File: config.mk
export PLATFORM = sky130hd
export DESIGN_NAME = echo_pulse_width_capture_unit
export DESIGN_NICKNAME = d
export VERILOG_FILES = /design/src/rtl/epw_pkg.sv /design/src/rtl/epw_lane.sv /design/src/rtl/epw_merge.sv /design/src/rtl/echo_pulse_width_capture_unit.sv
export SDC_FILE = /design/constraint.sdc
export NUM_CORES = 1
export LEC_CHECK = 0
export BUFFER_PORTS_ARGS = -buffer_cell sky130_fd_sc_hd__buf_4
export CORE_MARGIN = 5
export CORE_UTILIZATION = 46
export CTS_CLUSTER_SIZE = 28
export DETAILED_ROUTE_END_ITERATION = 6
export GPL_TIMING_DRIVEN = 0
export SLEW_MARGIN = 20
export SYNTH_ARGS = -nofsm -noshare
export SYNTH_HDL_FRONTEND = slang
export SYNTH_SLANG_ARGS = --single-unit
File: constraint.sdc
create_clock -name clk -period 28.3 [get_ports clk]
set_input_delay 8.49 -clock clk [delete_from_list [all_inputs] [get_ports clk]]
set_output_delay 8.49 -clock clk [all_outputs]
set_load 0.05 [all_outputs]
File: src/rtl/epw_pkg.sv
`timescale 1ns / 1ps
// ----------------------------------------------------------------------------
// epw_pkg
// Shared types and constants for the echo pulse width capture unit.
// ----------------------------------------------------------------------------
package epw_pkg;

  localparam int CHANNELS      = 2;
  localparam int PRESCALE_W    = 16;
  localparam int COUNT_W       = 16;
  localparam int WRAP_W        = 6;
  localparam int TIME_W        = WRAP_W + COUNT_W;
  localparam int DIST_W        = 17;

  localparam logic [PRESCALE_W-1:0] PRESCALE_RST = 16'd71;
  localparam logic [COUNT_W-1:0]    COUNT_MAX    = 16'hFFFF;
  localparam logic [WRAP_W-1:0]     WRAP_MAX     = 6'h3F;

  // floor(t*17/1000) == (t * DIST_MULT) >> DIST_SHIFT for every 22-bit t
  localparam int                DIST_SHIFT = 32;
  localparam int                MULT_W     = 27;
  localparam int                PROD_W     = TIME_W + MULT_W;
  localparam logic [MULT_W-1:0] DIST_MULT  = 27'd73014445;

  typedef struct packed {
    logic echo_ch0;
    logic echo_ch1;
    logic clear_ch0;
    logic clear_ch1;
  } epw_in_t;

  typedef struct packed {
    logic              done_ch0;
    logic [TIME_W-1:0] time_ch0;
    logic [DIST_W-1:0] dist_ch0;
    logic              timeout_ch0;
    logic              done_ch1;
    logic [TIME_W-1:0] time_ch1;
    logic [DIST_W-1:0] dist_ch1;
    logic              timeout_ch1;
  } epw_out_t;

  // pipeline control from the top level to each lane
  typedef struct packed {
    logic accept;
    logic tick;
    logic s2_en;
  } epw_lane_ctl_t;

  // one channel's finished result
  typedef struct packed {
    logic              done;
    logic [TIME_W-1:0] time_val;
    logic [DIST_W-1:0] dist_cm;
    logic              timeout;
  } epw_lane_res_t;

endpackage

File: src/rtl/epw_lane.sv
`timescale 1ns / 1ps
// ----------------------------------------------------------------------------
// epw_lane
// One capture channel: edge detect, tick counting, wrap and timeout handling,
// a result snapshot and a registered distance multiply.
// ----------------------------------------------------------------------------
module epw_lane (
  input  logic                   clk,
  input  logic                   rst_n,
  input  epw_pkg::epw_lane_ctl_t ctl,
  input  logic                   echo,
  input  logic                   clear,
  output epw_pkg::epw_lane_res_t res
);

  logic [epw_pkg::COUNT_W-1:0] pulse_r, pulse_nxt;
  logic [epw_pkg::WRAP_W-1:0]  wrap_r, wrap_nxt;
  logic                        armed_r, armed_nxt;
  logic                        done_r, done_nxt;
  logic                        tmo_r, tmo_nxt;
  logic [epw_pkg::COUNT_W-1:0] held_r, held_nxt;
  logic                        last_r;

  logic rise, fall;

  // stage 1 snapshot
  logic                        s1_done_r, s1_tmo_r;
  logic [epw_pkg::TIME_W-1:0]  s1_time_r, s1_time_nxt;

  // stage 2
  logic                        s2_done_r, s2_tmo_r;
  logic [epw_pkg::TIME_W-1:0]  s2_time_r;
  logic [epw_pkg::DIST_W-1:0]  s2_dist_r;
  logic [epw_pkg::PROD_W-1:0]  prod;

  assign rise = echo & ~last_r;
  assign fall = ~echo & last_r;

  always_comb begin
    pulse_nxt = pulse_r;
    wrap_nxt  = wrap_r;
    armed_nxt = armed_r;
    done_nxt  = done_r;
    tmo_nxt   = tmo_r;
    held_nxt  = held_r;
    if (clear) begin
      pulse_nxt = '0;
      wrap_nxt  = '0;
      armed_nxt = 1'b0;
      done_nxt  = 1'b0;
      tmo_nxt   = 1'b0;
      held_nxt  = '0;
    end else if (done_r) begin
      // hold the finished measurement
    end else if (!armed_r) begin
      if (rise) begin
        armed_nxt = 1'b1;
        pulse_nxt = '0;
        wrap_nxt  = '0;
      end
    end else if (fall) begin
      done_nxt = 1'b1;
      held_nxt = pulse_r;
    end else if (ctl.tick) begin
      if (pulse_r == epw_pkg::COUNT_MAX) begin
        pulse_nxt = '0;
        if (wrap_r == epw_pkg::WRAP_MAX) begin
          done_nxt = 1'b1;
          tmo_nxt  = 1'b1;
          held_nxt = epw_pkg::COUNT_MAX;
        end else begin
          wrap_nxt = wrap_r + epw_pkg::WRAP_W'(1);
        end
      end else begin
        pulse_nxt = pulse_r + epw_pkg::COUNT_W'(1);
      end
    end
  end

  assign s1_time_nxt = done_nxt ? {wrap_nxt, held_nxt} : '0;

  always_ff @(posedge clk) begin
    if (!rst_n) begin
      pulse_r <= '0;
      wrap_r  <= '0;
      armed_r <= 1'b0;
      done_r  <= 1'b0;
      tmo_r   <= 1'b0;
      held_r  <= '0;
      last_r  <= 1'b0;
    end else if (ctl.accept) begin
      pulse_r <= pulse_nxt;
      wrap_r  <= wrap_nxt;
      armed_r <= armed_nxt;
      done_r  <= done_nxt;
      tmo_r   <= tmo_nxt;
      held_r  <= held_nxt;
      last_r  <= echo;
    end
  end

  always_ff @(posedge clk) begin
    if (ctl.accept) begin
      s1_done_r <= done_nxt;
      s1_tmo_r  <= done_nxt & tmo_nxt;
      s1_time_r <= s1_time_nxt;
    end
  end

  assign prod = epw_pkg::PROD_W'(s1_time_r) * epw_pkg::PROD_W'(epw_pkg::DIST_MULT);

  always_ff @(posedge clk) begin
    if (ctl.s2_en) begin
      s2_done_r <= s1_done_r;
      s2_tmo_r  <= s1_tmo_r;
      s2_time_r <= s1_time_r;
      s2_dist_r <= prod[epw_pkg::DIST_SHIFT +: epw_pkg::DIST_W];
    end
  end

  assign res.done     = s2_done_r;
  assign res.time_val = s2_time_r;
  assign res.dist_cm  = s2_dist_r;
  assign res.timeout  = s2_tmo_r;

endmodule

File: src/rtl/epw_merge.sv
`timescale 1ns / 1ps
// ----------------------------------------------------------------------------
// epw_merge
// Output register: gathers the lane results into one result transfer.
// ----------------------------------------------------------------------------
module epw_merge (
  input  logic                   clk,
  input  logic                   load,
  input  epw_pkg::epw_lane_res_t lane_res [epw_pkg::CHANNELS],
  output epw_pkg::epw_out_t      out_data
);

  epw_pkg::epw_out_t out_r, out_nxt;

  always_comb begin
    out_nxt.done_ch0    = lane_res[0].done;
    out_nxt.time_ch0    = lane_res[0].time_val;
    out_nxt.dist_ch0    = lane_res[0].dist_cm;
    out_nxt.timeout_ch0 = lane_res[0].timeout;
    out_nxt.done_ch1    = lane_res[1].done;
    out_nxt.time_ch1    = lane_res[1].time_val;
    out_nxt.dist_ch1    = lane_res[1].dist_cm;
    out_nxt.timeout_ch1 = lane_res[1].timeout;
  end

  always_ff @(posedge clk) begin
    if (load) begin
      out_r <= out_nxt;
    end
  end

  assign out_data = out_r;

endmodule

File: src/rtl/echo_pulse_width_capture_unit.sv
`timescale 1ns / 1ps
// ----------------------------------------------------------------------------
// echo_pulse_width_capture_unit
// Two-channel echo high-time capture with distance conversion.
//
// Each input transfer is one sample of both echo pins plus per-channel clear
// requests; each accepted input produces exactly one result transfer holding
// done, time in ticks, distance in cm and timeout for every channel, taken
// from the channel state after that sample. A shared prescaler advances once
// per accepted input and ticks every prescale+1 inputs.
// out_valid rises once the result has passed the state update and snapshot
// stage, the distance multiply stage and the output register, in that order.
// One item is accepted every cycle while out_stall does not hold the pipeline;
// each of the three stages takes a new item whenever the next one has room.
// cfg_wr_en loads the prescale register; write it only while idle.
// Reset (rst_n low at a clock edge) clears all channel state, the prescaler
// count and the pipeline, and loads prescale with 71.
// A stalled output holds its data; the input keeps being taken until the
// internal stages are full, then in_stall rises.
// ----------------------------------------------------------------------------
module echo_pulse_width_capture_unit (
  input  logic                                clk,
  input  logic                                rst_n,
  input  logic                                in_valid,
  output logic                                in_stall,
  input  epw_pkg::epw_in_t                    in_data,
  output logic                                out_valid,
  input  logic                                out_stall,
  output epw_pkg::epw_out_t                   out_data,
  input  logic                                cfg_wr_en,
  input  logic [epw_pkg::PRESCALE_W-1:0]      cfg_wr_data
);

  logic [epw_pkg::PRESCALE_W-1:0] prescale_r, pcount_r, pcount_nxt;
  logic                           tick;

  logic s1_v_r, s1_v_nxt, s2_v_r, s2_v_nxt, out_v_r, out_v_nxt;
  logic out_ready, s2_ready, s1_ready, s1_adv, s2_adv, accept;

  logic [epw_pkg::CHANNELS-1:0]   echo_vec, clear_vec;
  epw_pkg::epw_lane_ctl_t         lane_ctl;
  epw_pkg::epw_lane_res_t         lane_res [epw_pkg::CHANNELS];

  // pipeline handshake
  assign out_ready = ~out_v_r | ~out_stall;
  assign s2_adv    = s2_v_r & out_ready;
  assign s2_ready  = ~s2_v_r | out_ready;
  assign s1_adv    = s1_v_r & s2_ready;
  assign s1_ready  = ~s1_v_r | s2_ready;
  assign accept    = in_valid & s1_ready;
  assign in_stall  = ~s1_ready;

  assign s1_v_nxt  = accept | (s1_v_r & ~s1_adv);
  assign s2_v_nxt  = s1_adv | (s2_v_r & ~s2_adv);
  assign out_v_nxt = s2_adv | (out_v_r & out_stall);

  // prescaler: tick on match, then restart
  assign tick       = (pcount_r == prescale_r);
  assign pcount_nxt = tick ? '0 : pcount_r + epw_pkg::PRESCALE_W'(1);

  always_ff @(posedge clk) begin
    if (!rst_n) begin
      prescale_r <= epw_pkg::PRESCALE_RST;
      pcount_r   <= '0;
      s1_v_r     <= 1'b0;
      s2_v_r     <= 1'b0;
      out_v_r    <= 1'b0;
    end else begin
      if (cfg_wr_en) begin
        prescale_r <= cfg_wr_data;
      end
      if (accept) begin
        pcount_r <= pcount_nxt;
      end
      s1_v_r  <= s1_v_nxt;
      s2_v_r  <= s2_v_nxt;
      out_v_r <= out_v_nxt;
    end
  end

  assign echo_vec  = {in_data.echo_ch1, in_data.echo_ch0};
  assign clear_vec = {in_data.clear_ch1, in_data.clear_ch0};

  assign lane_ctl.accept = accept;
  assign lane_ctl.tick   = tick;
  assign lane_ctl.s2_en  = s1_adv;

  for (genvar c = 0; c < epw_pkg::CHANNELS; c++) begin : g_lane
    epw_lane u_lane (
      .clk   (clk),
      .rst_n (rst_n),
      .ctl   (lane_ctl),
      .echo  (echo_vec[c]),
      .clear (clear_vec[c]),
      .res   (lane_res[c])
    );
  end

  epw_merge u_merge (
    .clk      (clk),
    .load     (s2_adv),
    .lane_res (lane_res),
    .out_data (out_data)
  );

  assign out_valid = out_v_r;

  // an empty output stage always leaves room for a new input
  a_no_stall_when_empty: assert property (@(posedge clk) disable iff (!rst_n)
    !out_v_r |-> !in_stall)
    else $error("input stalled while output stage empty");

  // a channel zero timeout result carries the saturated time
  a_timeout_time: assert property (@(posedge clk) disable iff (!rst_n)
    out_v_r && out_data.timeout_ch0 |->
      out_data.done_ch0 && out_data.time_ch0 == '1 && out_data.dist_ch0 == 17'd71303)
    else $error("channel zero timeout without saturated result");

  // an unfinished channel one reports zero time and distance
  a_idle_zero: assert property (@(posedge clk) disable iff (!rst_n)
    out_v_r && !out_data.done_ch1 |->
      out_data.time_ch1 == '0 && out_data.dist_ch1 == '0 && !out_data.timeout_ch1)
    else $error("channel one reports data without done");

  // an accepted input always reaches stage one
  a_accept_fills: assert property (@(posedge clk) disable iff (!rst_n)
    accept |=> s1_v_r)
    else $error("accepted input lost at stage one");

endmodule
# --- Word-level counts from Yosys, hierarchy flattened ---
# Index checks and enable logic that the tools add are counted.
word_totals:
  reg_bits: 331
  inputBits: 25
  output_inout_bits: 84
classes:
  addsub: 5
  n_mul: 2
  eq_ne: 11
  mux: 81
  bitwise_logic: 29
  n_reduce_logical: 6
ops:
  columns: ["op", "n"]
  rows:
  - ["$mux W16", 29]
  - ["$mul A22 B27 Y49 const B", 2]
  - ["$mux W6", 16]
  - ["$add A16 B1 Y16 const B", 3]
  - ["$mux W1", 36]
  - ["$eq A16 B16 Y1 const B", 2]
  - ["$eq A16 B16 Y1", 1]
  - ["$add A6 B1 Y6 const B", 2]
  - ["$and A1 B1 Y1", 12]
  - ["$eq A6 B6 Y1 const B", 2]
  - ["$ne A3 B3 Y1 const B", 4]
  - ["$not A1 Y1", 11]
  - ["$reduce_and A5 Y1", 2]
  - ["$or A1 B1 Y1", 6]
  - ["$reduce_bool A3 Y1", 2]
  - ["$ne A2 B2 Y1 const B", 2]
  - ["$reduce_and A2 Y1", 2]

# --- Logic depth before layout (Yosys ltp) ---
# Gate-level depths: netlist of run 1.
depth:
  depth_word: 9
  mapped_depth: 24
  mapped_depth_nobuf: 24

# --- Cells and area by module ---
# Synthesis of run 1 repeated with hierarchy kept, for this count alone.
unflattened:
  cells_unflattened: 2752
  area_unflattened_um2: 30436.7
by_module_without_submodules:
  columns: ["mod", "n_inst", "cells_each", "area_per_inst_um2"]
  rows:
  - ["epw_lane (g_lane[0].u_lane)", 1, 1276, 13431.6]
  - ["epw_lane (g_lane[1].u_lane)", 1, 1213, 12944.9]
  - ["epw_merge", 1, 82, 2462.4]
  - ["echo_pulse_width_capture_unit", 1, 181, 1597.8]

# --- Worst setup path after synthesis of run 1 ---
# No wires, ideal clock.
synth_path:
  path_type: "in2out"
  start: "input port out_stall"
  end: "output port in_stall"
  t_arrival_ns: 9.047
  t_required_ns: 19.810
  setup_slack_ns: 10.763
  cell_stages: 3
  n_path_buf: 0
  path_cell_list: "and3_1 nand2_1 inv_1"
synth_between:
  elab_chain_len: 5
synth_lines:
  columns: ["element", "line_no", "rtl"]
  rows:
  - ["start, declared", "echo_pulse_width_capture_unit.sv:28", "input logic out_stall,"]
  - ["$not A1 Y1", "echo_pulse_width_capture_unit.sv:45", "assign out_ready = ~out_v_r | ~out_stall;"]
  - ["$or A1 B1 Y1", "echo_pulse_width_capture_unit.sv:45", null]
  - ["$or A1 B1 Y1", "echo_pulse_width_capture_unit.sv:47", "assign s2_ready = ~s2_v_r | out_ready;"]
  - ["$or A1 B1 Y1", "echo_pulse_width_capture_unit.sv:49", "assign s1_ready = ~s1_v_r | s2_ready;"]
  - ["$not A1 Y1", "echo_pulse_width_capture_unit.sv:51", "assign in_stall = ~s1_ready;"]
  - ["end, declared", "echo_pulse_width_capture_unit.sv:25", "output logic in_stall,"]
# No other way between the ends.

# --- Final worst setup path of run 1 ---
# Ends and elaborated chain as after synthesis.

==> summary.txt, run 1 <==
Outcome
  – Status: finished clean

Critical path
  – Worst R2R Start: g_lane[1].u_lane.s1_time_r[21]
  – R2R depth: 21
  – Worst EP arrival: 9190 ps
  – Startpoint Class: input pin
  – Worst Path Max Fanout: 3
  – Cell Chain, Critical Path: buf_4 > and3_1 > nand2_1 > inv_1 > buf_4
  – Crit. End Element: output pin
  – CP max stage delay: 230 ps
  – CP Data Required Time: 19810 ps
  – CP max stage cell: and3_1
  – WP depth: 5
  – Reg2reg end: g_lane[1].u_lane.s2_dist_r[16]
  – Top cell by count, worst path: buf_4
  – Worst Path Buf+Inv: 3
  – Reg2reg setup slack: 20780 ps
  – Kind of cell adding the most delay to the critical path: buffers and inverters
  – Crit Path Category: input pin to output pin

Timing
  – Final period utilization: 62.5%
  – Slew margin rel.: 43.2%
  – Final Hold Fails: 0
  – Worst Max-Slew Pin Slew: 852 ps
  – Final Max Slew Viols: 0
  – Clock skew: 28.0 ps
  – Max Fclk: 56.6 MHz
  – Unrepaired setup endpoints after global routing: no
  – Setup TNS: 0 ps
  – Final setup violation count: 0
  – Post-route minimum period: 17680 ps

Drt
  – DRT Pass-1 Iters: 6
  – Final wirelength: 70.3 mm
  – DR vias: 19623
  – Post-route ant nets: 0
  – Routed vias/inst: 5.23
  – DRC viols: 0
  – Routed length per instance: 18.7 um
  – Initial DRC count: 1139

Logic synthesis
  – Cells after synthesis: 2716
  – Syn_nets: 3590
  – Synth top area cells: fa_1 (24%), edfxtp_1 (21%), ha_1 (20%), dfxtp_1 (7.9%), inv_1 (6.6%)
  – Area fraction of the dominant cell type after synthesis: 24.0%
  – Post-Syn Area per Cell: 11.1 sq um
  – Count of cell types in the netlist: 74
  – Top_reg_cell synth: edfxtp_1
  – Synthesis Warnings: 0
  – Seq/Total Area, Yosys: 29.1%
  – Synth async-reset ratio: 0%
  – Flops & latches, synth: 331
  – Post-synth EDFFs: 212
  – Area leader, netlist: fa_1
  – Synthesized area: 0.0301 sq mm

Global routing
  – GRT Overall Usage: 20.3%
  – Via count of the first global-routing pass: 21191
  – Initial antenna violation count: 0
  – Largest net degree at the start of global routing: 31
  – Global-route wire length before repair: 114 mm
  – GRT Residual Overflow: 0

Clocking
  – CTS buffer count: 38
  – Clk sinks: 331
  – Clock root buffer: clkbuf_16
  – Clock transition at path regs: 50 ps
  – Post-CTS Repair Setup Buffers: 0
  – Clock tree buffer depth: 3
  – Clock Latency Late Sink: 580 ps
  – CTS resizes: 0
  – CTS tree: done
  – Hold-fix buffers, CTS: 0
  – CTS H-tree depth: 2

Final layout
  – Layout cells sized above 1: 8.07%
  – Final instance count without filler cells: 3753
  – Final nets: 3743
  – Synth-to-Final Area Change: 11.1%
  – Most frequent cells in the layout: inv_1 (526), ha_1 (489), fa_1 (360)
  – Most common cell after layout, fill and taps aside: inv_1
  – Fin area: 0.0334 sq mm
  – Area of the multi-input gates: 0.0192 sq mm
  – Fill cells: 5802
  – Utilization after layout: 51.8%
  – Reg area: 0.00875 sq mm
  – Ant. Diodes: 0

Power
  – VDD IR max: 0.0000564 V
  – Leakage power total: 16.2 nW
  – Pwr per Cell Area: 83.3 mW/mm^2

Die
  – Die H: 266 um
  – Top-level port count: 109
  – Die X: 266 um
  – Full die area: 0.0706 sq mm
  – Rows: 93
  – Core box area: 0.0646 sq mm
  – Initial Util: 46.6%

Hold path
  – Hold_sp: g_lane[1].u_lane.s2_time_r[13]
  – Min-Delay Path Class: flop to flop
  – Hold Path Depth: 0
  – Worst Hold End: u_merge.out_data[31]

Place
  – GPL Wtd Cong: 0.940
  – Dpl hpwl: 58.5 mm
  – Placed insts: 3684
  – Dpl cell area: 0.0322 sq mm
  – Port bufs: 105

Job
  – Max Cap Violations: 0
logic make-up after synthesis:
logic type	Yosys count	synth area share (%)
and+or+nand+nor	483	7.73
xor gates and xnor gates	115	3.35
DFF	331	29.1
buffers and inverters	579	7.33
muxes	19	0.632
adders and majority gates	849	44.3
AOI/OAI and AO/OA	340	7.61
report_power, final:
| part | internal (mW) | leakage [nW] | total, mW | switching, mW |
|---|---|---|---|---|
| sequential | 0.582 | 2.98 | 0.604 | 0.0221 |
| combinational | 0.712 | 12.6 | 1.68 | 0.969 |
| clock | 0.288 | 0.613 | 0.500 | 0.212 |
| total | 1.58 | 16.2 | 2.79 | 1.20 |
cell usage after synthesis (6+ instances only):
cell and instances:
nand2b_1 12, nand4_1 25, and3_1 16, edfxtp_1 212, nor2_1 185, clkbuf_1 40, ha_1 489, nor3_1 12
a21boi_0 7, or2_2 7, a21oi_1 77, o21bai_1 10, xor2_1 85, nor4_1 10, dfxtp_1 119, a21o_1 38
inv_1 526, or3_1 8, o211ai_1 9, o21ai_0 91, o21a_1 6, and2_1 23, o22ai_1 6, nand2_1 91
xnor2_1 30, mux2i_1 19, fa_1 360, o221a_2 32, a31oi_1 16, nor2b_1 25, nand3_1 46, o31ai_1 9
metrics by stage:
stage / hold WS (ps) / worst slack, ps / power, mW
floorplan: 400 / 10760 / 1.81
global placement: 401 / 9470 / 2.25
detailed placement: 405 / 10620 / 2.29
CTS: 418 / 10620 / 2.81
global route: 423 / 10600 / 3.06
finish: 416 / 10620 / 2.79
routing by layer:
layer | global-route usage, % | up-vias | routed length [um]
met2 | 33.3 | 438 | 32300
met1 | 28.8 | 9751 | 32700
met4 | 4.13 | 0 | 1470
met5 | 0 | - | 0
li1 | - | 9337 | -
met3 | 3.57 | 97 | 3750
how the worst max path moves through the flow:
| stage | from | to |
|---|---|---|
| final | out_stall | in_stall |
| after global routing | out_stall | in_stall |
| after CTS | out_stall | in_stall |
| after detailed placement | out_stall | in_stall |
| after global placement | out_stall | u_merge.out_data[2] |
| after floorplan | out_stall | in_stall |
sequential cells by signal, summed over array words and instances (netlist names), 2 cells and up:
name,cells
u_merge.out_data,82
g_lane.u_lane.s1_time_r,44
g_lane.u_lane.s2_time_r,44
g_lane.u_lane.s2_dist_r,34
g_lane.u_lane.held_r,32
g_lane.u_lane.pulse_r,32
pcount_r,16
prescale_r,16
g_lane.u_lane.wrap_r,12
g_lane.u_lane.armed_r,2
g_lane.u_lane.done_r,2
g_lane.u_lane.last_r,2
g_lane.u_lane.s1_done_r,2
g_lane.u_lane.s1_tmo_r,2
g_lane.u_lane.s2_done_r,2
g_lane.u_lane.s2_tmo_r,2
g_lane.u_lane.tmo_r,2
layout make-up:
class                      instances  area share [%]
buffer                            51           0.685
multi-input combinational       1806            57.3
timing repair buffer             113            2.93
clock buffer                      43            2.90
inverter                         528            5.93
sequential                       331            26.2
tap                              855            3.20
clock inverter                    26           0.865
worst reg2reg max path, delay by kind of cell, from the launching register on:
kind | cells | cell delay [ps]
and+or+nand+nor | 4 | 1120
xor gates and xnor gates | 1 | 190
DFF | 1 | 640
adders and majority gates | 8 | 3410
buffers and inverters | 3 | 450
AOI/OAI and AO/OA | 5 | 1570
(Power assumes the default switching activity.)
==> run 2, diff against run 1 <==
- ABC_AREA: default -> 1
- clock period: 28.3 -> 16.6 ns (I/O delays scaled with it)
==> run 2 against run 1 <==
Non-clock buffer count decreased by 11. Die area increased by 8.0%. Flip-flop and latch count unchanged. Worst hold slack got worse by 31 ps. Clock-buffer cell count increased by 5. Via count increased by 20%. Critical path type unchanged. Largest cell class unchanged. Highest routed layer unchanged.
==> summary.txt, run 2 <==
Outcome
  – Status: finished clean

Place
  – Dpl cell area: 0.0348 sq mm (+8.1%)
  – GPL Wtd Cong: 0.948 (+0.79%)
  – Dpl hpwl: 69.3 mm (+18%)
  – Port bufs: 105 (unchanged)

Clocking
  – Clock tree buffer depth: 3 (unchanged)
  – Clock root buffer: clkbuf_16
  – Hold-fix buffers, CTS: 0 (unchanged)
  – CTS resizes: 0 (unchanged)
  – CTS buffer count: 38 (unchanged)
  – Clock Latency Late Sink: 580 ps (about the same)
  – Clock transition at path regs: 60 ps (about the same)
  – Clk sinks: 331 (unchanged)
  – CTS H-tree depth: 2 (unchanged)
  – CTS tree: done
  – Post-CTS Repair Setup Buffers: 0 (unchanged)

Die
  – Full die area: 0.0763 sq mm (+8.0%)
  – Rows: 97 (+4.3%)
  – Die H: 276 um (+3.9%)
  – Top-level port count: 109 (unchanged)
  – Die X: 276 um (+3.9%)
  – Core box area: 0.0701 sq mm (+8.6%)
  – Initial Util: 46.5% (-0.13 points)

Power
  – Comb pwr share: 66.3% (+6.0 points)
  – Flop pwr share: 18.7% (-3.0 points)
  – Final Power: 5.48 mW (+97%)
  – NetSw: 2.75 mW (+130%)
  – Leakage power total: 17.5 nW (+7.9%)
  – Pwr per Cell Area: 152 mW/mm^2 (+83%)
  – Net Sw Frac: 50.1% (+6.9 points)
  – VDD IR max: 0.000133 V (+140%)
  – Pint: 2.74 mW (+73%)
  – Clock group share of total power: 15.0% (-3.0 points)

Critical path
  – Worst Path Max Fanout: 3 (unchanged)
  – Kind of cell adding the most delay to the critical path: buffers and inverters
  – Startpoint Class: input pin
  – CP max stage delay: 250 ps (+20 ps)
  – Crit. End Element: output pin
  – Crit Path Category: input pin to output pin
  – Worst EP arrival: 5690 ps (-3500 ps)
  – CP Data Required Time: 11620 ps (-8190 ps)
  – Top cell by count, worst path: buf_4
  – Worst Setup SP: out_stall
  – CP max stage cell: nor2_1
  – Worst Path Buf+Inv: 2 (-1)
  – Cell Chain, Critical Path: buf_4 > nand3_1 > nor2_1 > buf_4
  – Worst R2R Start: g_lane[0].u_lane.s1_time_r[11]
  – Reg2reg setup slack: 10170 ps (-10610 ps)

Logic synthesis
  – Syn_nets: 4414 (+23%)
  – Cells after synthesis: 3540 (+30%)
  – Synth top area cells: fa_1 (22%), edfxtp_1 (20%), ha_1 (19%), inv_1 (8.9%), dfxtp_1 (7.3%)
  – Flops & latches, synth: 331 (unchanged)
  – Most common cell in the synthesized netlist: inv_1
  – Synthesis Warnings: 0 (unchanged)
  – Seq/Total Area, Yosys: 26.8% (-2.2 points)
  – Top_reg_cell synth: edfxtp_1
  – Synth async-reset ratio: 0% (unchanged)
  – Synth top cells by count: inv_1 (772), ha_1 (489), nand2_1 (488), fa_1 (360), nor2_1 (261)
  – Post-Syn Area per Cell: 9.21 sq um (-17%)
  – Synthesized area: 0.0326 sq mm (+8.3%)
  – Post-synth EDFFs: 212 (unchanged)
  – Area leader, netlist: fa_1
  – Count of cell types in the netlist: 50 (-32%)
  – Area fraction of the dominant cell type after synthesis: 22.1% (-1.8 points)

Drt
  – Routed length per instance: 17.8 um (-4.9%)
  – DRT Pass-1 Iters: 7 (+1)
  – Final wirelength: 83.0 mm (+18%)
  – Post-route ant nets: 0 (unchanged)
  – Initial DRC count: 1232 (+8.2%)
  – Routed vias/inst: 5.07 (-3.0%)
  – DRC viols: 0 (unchanged)
  – DR vias: 23636 (+20%)

Timing
  – Worst Max-Slew Pin Slew: 823 ps (-29.8 ps)
  – Slew margin rel.: 45.2% (+2.0 points)
  – Final Hold Fails: 0 (unchanged)
  – Final period utilization: 64.3%
  – Final setup violation count: 0 (unchanged)
  – Final Max Slew Viols: 0 (unchanged)
  – Unrepaired setup endpoints after global routing: no
  – Worst hold margin: 386 ps (-30.6 ps)
  – Post-route minimum period: 10670 ps
  – Max Fclk: 93.7 MHz
  – Clock skew: 34.8 ps (+6.81 ps)
  – Setup TNS: 0 ps (unchanged)

Global routing
  – Largest net degree at the start of global routing: 67 (+120%)
  – Initial antenna violation count: 0 (unchanged)
  – Via count of the first global-routing pass: 24257 (+14%)
  – GR peak layer: met2
  – Global-route wire length before repair: 133 mm (+16%)
  – M2 GR Usage: 35.1% (+1.8 points)
  – GRT Overall Usage: 21.7% (+1.4 points)
  – GRT Residual Overflow: 0 (unchanged)
  – Met3 usage: 3.37% (-0.20 points)
  – M1 GR Usage: 31.2% (+2.4 points)

Final layout
  – Max FFs per register: 82 (unchanged)
  – Ant. Diodes: 0 (unchanged)
  – Most common cell after layout, fill and taps aside: inv_1
  – Most frequent cells in the layout: inv_1 (771), ha_1 (489), nand2_1 (488)
  – Final nets: 4566 (+22%)
  – Fin area: 0.0360 sq mm (+7.6%)
  – Layout cells sized above 1: 5.91% (-2.2 points)
  – Synth-to-Final Area Change: 10.4%

Hold path
  – Hold_sp: g_lane[1].u_lane.s2_dist_r[13]
  – Min-Delay Path Class: flop to flop

Job
  – Max Cap Violations: 0 (unchanged)
==> run 2: cells by family after synthesis <==
logic type / Yosys count / synth area share (%)
adders and majority gates: 849 / 40.9
and+or+nand+nor: 937 / 11.9
buffers and inverters: 821 / 9.55
xor gates and xnor gates: 60 / 1.61
AOI/OAI and AO/OA: 542 / 9.24
DFF: 331 / 26.8
==> run 2: worst paths after layout <==
kind,endpoint,cells after the start
setup / recovery,in_stall,4
hold / removal,u_merge.out_data[14],0
setup reg to reg,g_lane[0].u_lane.s2_dist_r[10],20
hold reg to reg,u_merge.out_data[14],0
==> run 2: per-stage QoR <==
step / cells / utilization (%) / setup slack (ps)
final: 4662 / 51.3 / 5930
after global routing: 4662 / 51.3 / 5880
after CTS: 4662 / 51.3 / 5950
after detailed placement: 4592 / 49.5 / 5950
after global placement: 4585 / 49.3 / 3940
after floorplan: 3540 / - / 5810
==> run 2: power groups by stage <==
stage	sequential [mW]	combinational (mW)	clock, mW
3_3_place_gp	1.04	3.55	0
5_1_grt	1.03	4.13	0.882
3_5_place_dp	1.04	3.56	0
4_1_cts	1.02	3.61	0.854
6_report	1.02	3.64	0.825
2_1_floorplan	1.06	2.50	0
==> run 2: worst register-to-register path, stage by stage, from the launching register on <==
cell      delay (ps)
edfxtp_1         780
inv_1            190
ha_1             420
fa_1             510
inv_1             50
fa_1             490
fa_1             570
inv_1             60
fa_1             470
inv_1             50
fa_1             430
ha_1             320
ha_1             380
nand2_1          170
inv_1             50
a21oi_1          170
a21boi_0         370
nor2_1            90
nor3_1           300
nand3_1          140
xor2_1           160
==> run 2: area by class of cell <==
type                    count  area, sq um
clock inverters            22          193
well taps                 940         1180
multi-input cells        2388        20700
plain buffers              41          188
fillers                  6697        34200
clock buffers              48         1020
repair buffers            112          966
inverters                 780         2930
flip-flops and latches    331         8750
==> run 2: per-layer routing <==
metal | share of wire (%) | wire length (um) | vias to the layer above
li1 | - | - | 11714
met1 | 47 | 39400 | 11321
met2 | 46 | 37800 | 489
met3 | 4.9 | 4080 | 112
met4 | 2.1 | 1780 | 0
met5 | 0 | 0 | -
==> run 3, diff against run 2 <==
- ABC_AREA: 1 -> 0
- clock period: 16.6 -> 9.35 ns (I/O delays scaled with it)
==> run 3 against run 2 <==
Critical path depth up 17. Cell count down 19%. Flip-flop and latch count unchanged. Total power rose by 52%. Setup slack worse by 4000 ps. Critical endpoint is now g_lane[1].u_lane.s2_dist_r[16]. Critical path type is now flop to flop. Sequential share of layout area up 1.9 points. Register-to-register slack lost 8300 ps. Core utilization grew 0.39 points. Largest cell class unchanged. Global-route usage is 1.6 points lower. Design area down 7.2%.
==> summary.txt, run 3 (synthesis gave the netlist of run 1 again) <==
Critical path
  – CP Data Required Time: 9760 ps (-1860 ps)
  – Worst EP arrival: 7840 ps (+2150 ps)
  – Crit. End Element: flop
  – Reg2reg setup slack: 1910 ps (-8260 ps)
  – R2R depth: 21 (+5.0%)
  – Crit Path Category: flop to flop
  – Reg2reg end: g_lane[1].u_lane.s2_dist_r[16]
  – Worst R2R Start: g_lane[1].u_lane.s1_time_r[21]
  – Worst Path Max Fanout: 10 (+7)
  – Startpoint Class: flop

Global routing
  – Global-route wire length before repair: 113 mm (-15%)
  – Initial antenna violation count: 1 (+1)
  – GRT Overall Usage: 20.1% (-1.6 points)
  – Via count of the first global-routing pass: 20706 (-15%)
  – GRT Residual Overflow: 0 (unchanged)
  – Largest net degree at the start of global routing: 31 (-54%)

Hold path
  – Min-Delay Path Class: flop to flop
  – Hold Path Depth: 0 (unchanged)
  – Worst Hold End: u_merge.out_data[26]
  – Hold_sp: g_lane[1].u_lane.s2_time_r[8]

Place
  – GPL Wtd Cong: 0.917 (-3.2%)
  – Placed insts: 3684 (-20%)
  – Port bufs: 105 (unchanged)
  – Dpl cell area: 0.0322 sq mm (-7.5%)
  – DP Worst Slack: 1950 ps (-4010 ps)
  – Dpl hpwl: 58.1 mm (-16%)

Final layout
  – Reg area: 0.00875 sq mm (unchanged)
  – Most common cell after layout, fill and taps aside: inv_1
  – Fill cells: 5781 (-14%)
  – Ant. Diodes: 0 (unchanged)
  – Max FFs per register: 82 (unchanged)
  – Final instance count without filler cells: 3754 (-19%)
  – Synth-to-Final Area Change: 10.9%
  – Utilization after layout: 51.7% (+0.39 points)
  – Layout cells sized above 1: 8.14% (+2.2 points)
  – Most frequent cells in the layout: inv_1 (526), ha_1 (489), fa_1 (360)
  – Fin area: 0.0334 sq mm (-7.2%)
  – Final nets: 3743 (-18%)
  – Area of the multi-input gates: 0.0192 sq mm (-7.7%)

Die
  – Top-level port count: 109 (unchanged)
  – Die X: 266 um (-3.8%)
  – Core box area: 0.0646 sq mm (-7.9%)
  – Rows: 93 (-4.1%)
  – Full die area: 0.0706 sq mm (-7.4%)
  – Initial Util: 46.6% (+0.13 points)
  – Die H: 266 um (-3.8%)

Clocking
  – Clock tree buffer depth: 3 (unchanged)
  – Hold-fix buffers, CTS: 0 (unchanged)
  – Post-CTS Repair Setup Buffers: 0 (unchanged)
  – Clk sinks: 331 (unchanged)
  – CTS H-tree depth: 2 (unchanged)
  – CTS resizes: 0 (unchanged)
  – Clock root buffer: clkbuf_16
  – Clock transition at path regs: 60 ps (about the same)
  – CTS buffer count: 38 (unchanged)
  – Clock Latency Late Sink: 570 ps (about the same)
  – CTS tree: done

Power
  – Final Power: 8.34 mW (+52%)
  – Leakage power total: 16.2 nW (-7.4%)
  – Pwr per Cell Area: 250 mW/mm^2 (+64%)
  – VDD IR max: 0.000189 V (+43%)

Drt
  – DRC viols: 0 (unchanged)
  – Post-route ant nets: 0 (unchanged)
  – Routed vias/inst: 5.19 (+2.4%)
  – Final wirelength: 69.8 mm (-16%)
  – Initial DRC count: 1089 (-12%)
  – DR vias: 19491 (-18%)
  – Routed length per instance: 18.6 um (+4.5%)
  – DRT Pass-1 Iters: 7 (unchanged)

Timing
  – Final Max Slew Viols: 0 (unchanged)
  – Slew margin rel.: 41.7% (-3.5 points)
  – Worst Slack Setup Final: 1910 ps (-4020 ps)
  – Final Hold Fails: 0 (unchanged)
  – Final period utilization: 79.5%
  – Max Fclk: 134 MHz
  – Clock skew: 26.4 ps (-8.44 ps)
  – Final setup violation count: 0 (unchanged)
  – Unrepaired setup endpoints after global routing: no
  – Setup TNS: 0 ps (unchanged)
  – Post-route minimum period: 7440 ps
  – Worst hold margin: 407 ps (+20.9 ps)
  – Worst Max-Slew Pin Slew: 875 ps (+52.0 ps)

Outcome
  – Status: finished clean

Job
  – Max Cap Violations: 0 (unchanged)
run 3: cell types whose count changed in the layout (fill, tap and decap cells not counted), moves of 21 or more:
cell,before,now
a21oi_1,251,77
nand2_1,488,91
xor2_1,54,85
nand3_1,80,46
nor2b_1,0,24
o21ai_0,181,91
and2_1,1,23
xnor2_1,6,30
a21o_1,15,38
o221a_2,0,32
nor2_1,261,185
inv_1,771,526
nor3_1,33,12
run 3: worst max path at each step:
stage	startpoint	end	slack, ps	depth (start not counted)
final	g_lane[1].u_lane.s1_time_r[21]	g_lane[1].u_lane.s2_dist_r[16]	1910	21
after global routing	g_lane[0].u_lane.s1_time_r[11]	g_lane[0].u_lane.s2_dist_r[13]	1520	21
after CTS	g_lane[1].u_lane.s1_time_r[21]	g_lane[1].u_lane.s2_dist_r[16]	1900	21
after detailed placement	g_lane[1].u_lane.s1_time_r[21]	g_lane[1].u_lane.s2_dist_r[16]	1950	21
after global placement	out_stall	g_lane[0].u_lane.s2_dist_r[7]	-470	3
after floorplan	out_stall	g_lane[0].u_lane.s2_dist_r[0]	2200	2
run 3: worst max-delay path: stages, from the launching register on:
cell,delay (ps)
edfxtp_1,630
ha_1,390
clkbuf_1,310
xor2_1,170
ha_1,200
or2_2,320
fa_1,500
fa_1,530
fa_1,430
fa_1,490
inv_1,50
fa_1,480
inv_1,40
ha_1,330
a21oi_1,140
o21ai_0,100
a221oi_1,430
nand3_1,220
o21ai_0,590
o21ai_0,360
or4_1,460
nand4_1,110
run 3: cell type report:
cell class / instances / area share [%]
buffer: 51 / 0.686
clock buffer: 49 / 3.16
clock inverter: 21 / 0.446
inverter: 528 / 5.94
multi-input combinational: 1806 / 57.4
sequential: 331 / 26.2
tap: 855 / 3.21
timing repair buffer: 113 / 2.93
run 3: metal layers:
layer | share of wire [%] | vias to the layer above | GRT usage (%) | routed length [um]
met5 | 0 | - | 0 | 0
met4 | 1.8 | 0 | 3.97 | 1230
met3 | 4.9 | 73 | 3.23 | 3440
met2 | 46 | 374 | 32.4 | 32100
met1 | 47 | 9694 | 29.2 | 33100
li1 | - | 9350 | - | -
run 3: where the power goes:
part | switching, mW | leakage, nW | internal [mW]
clock | 0.631 | 0.598 | 0.810
combinational | 2.92 | 12.6 | 2.15
sequential | 0.0666 | 2.98 | 1.76
total | 3.62 | 16.2 | 4.72
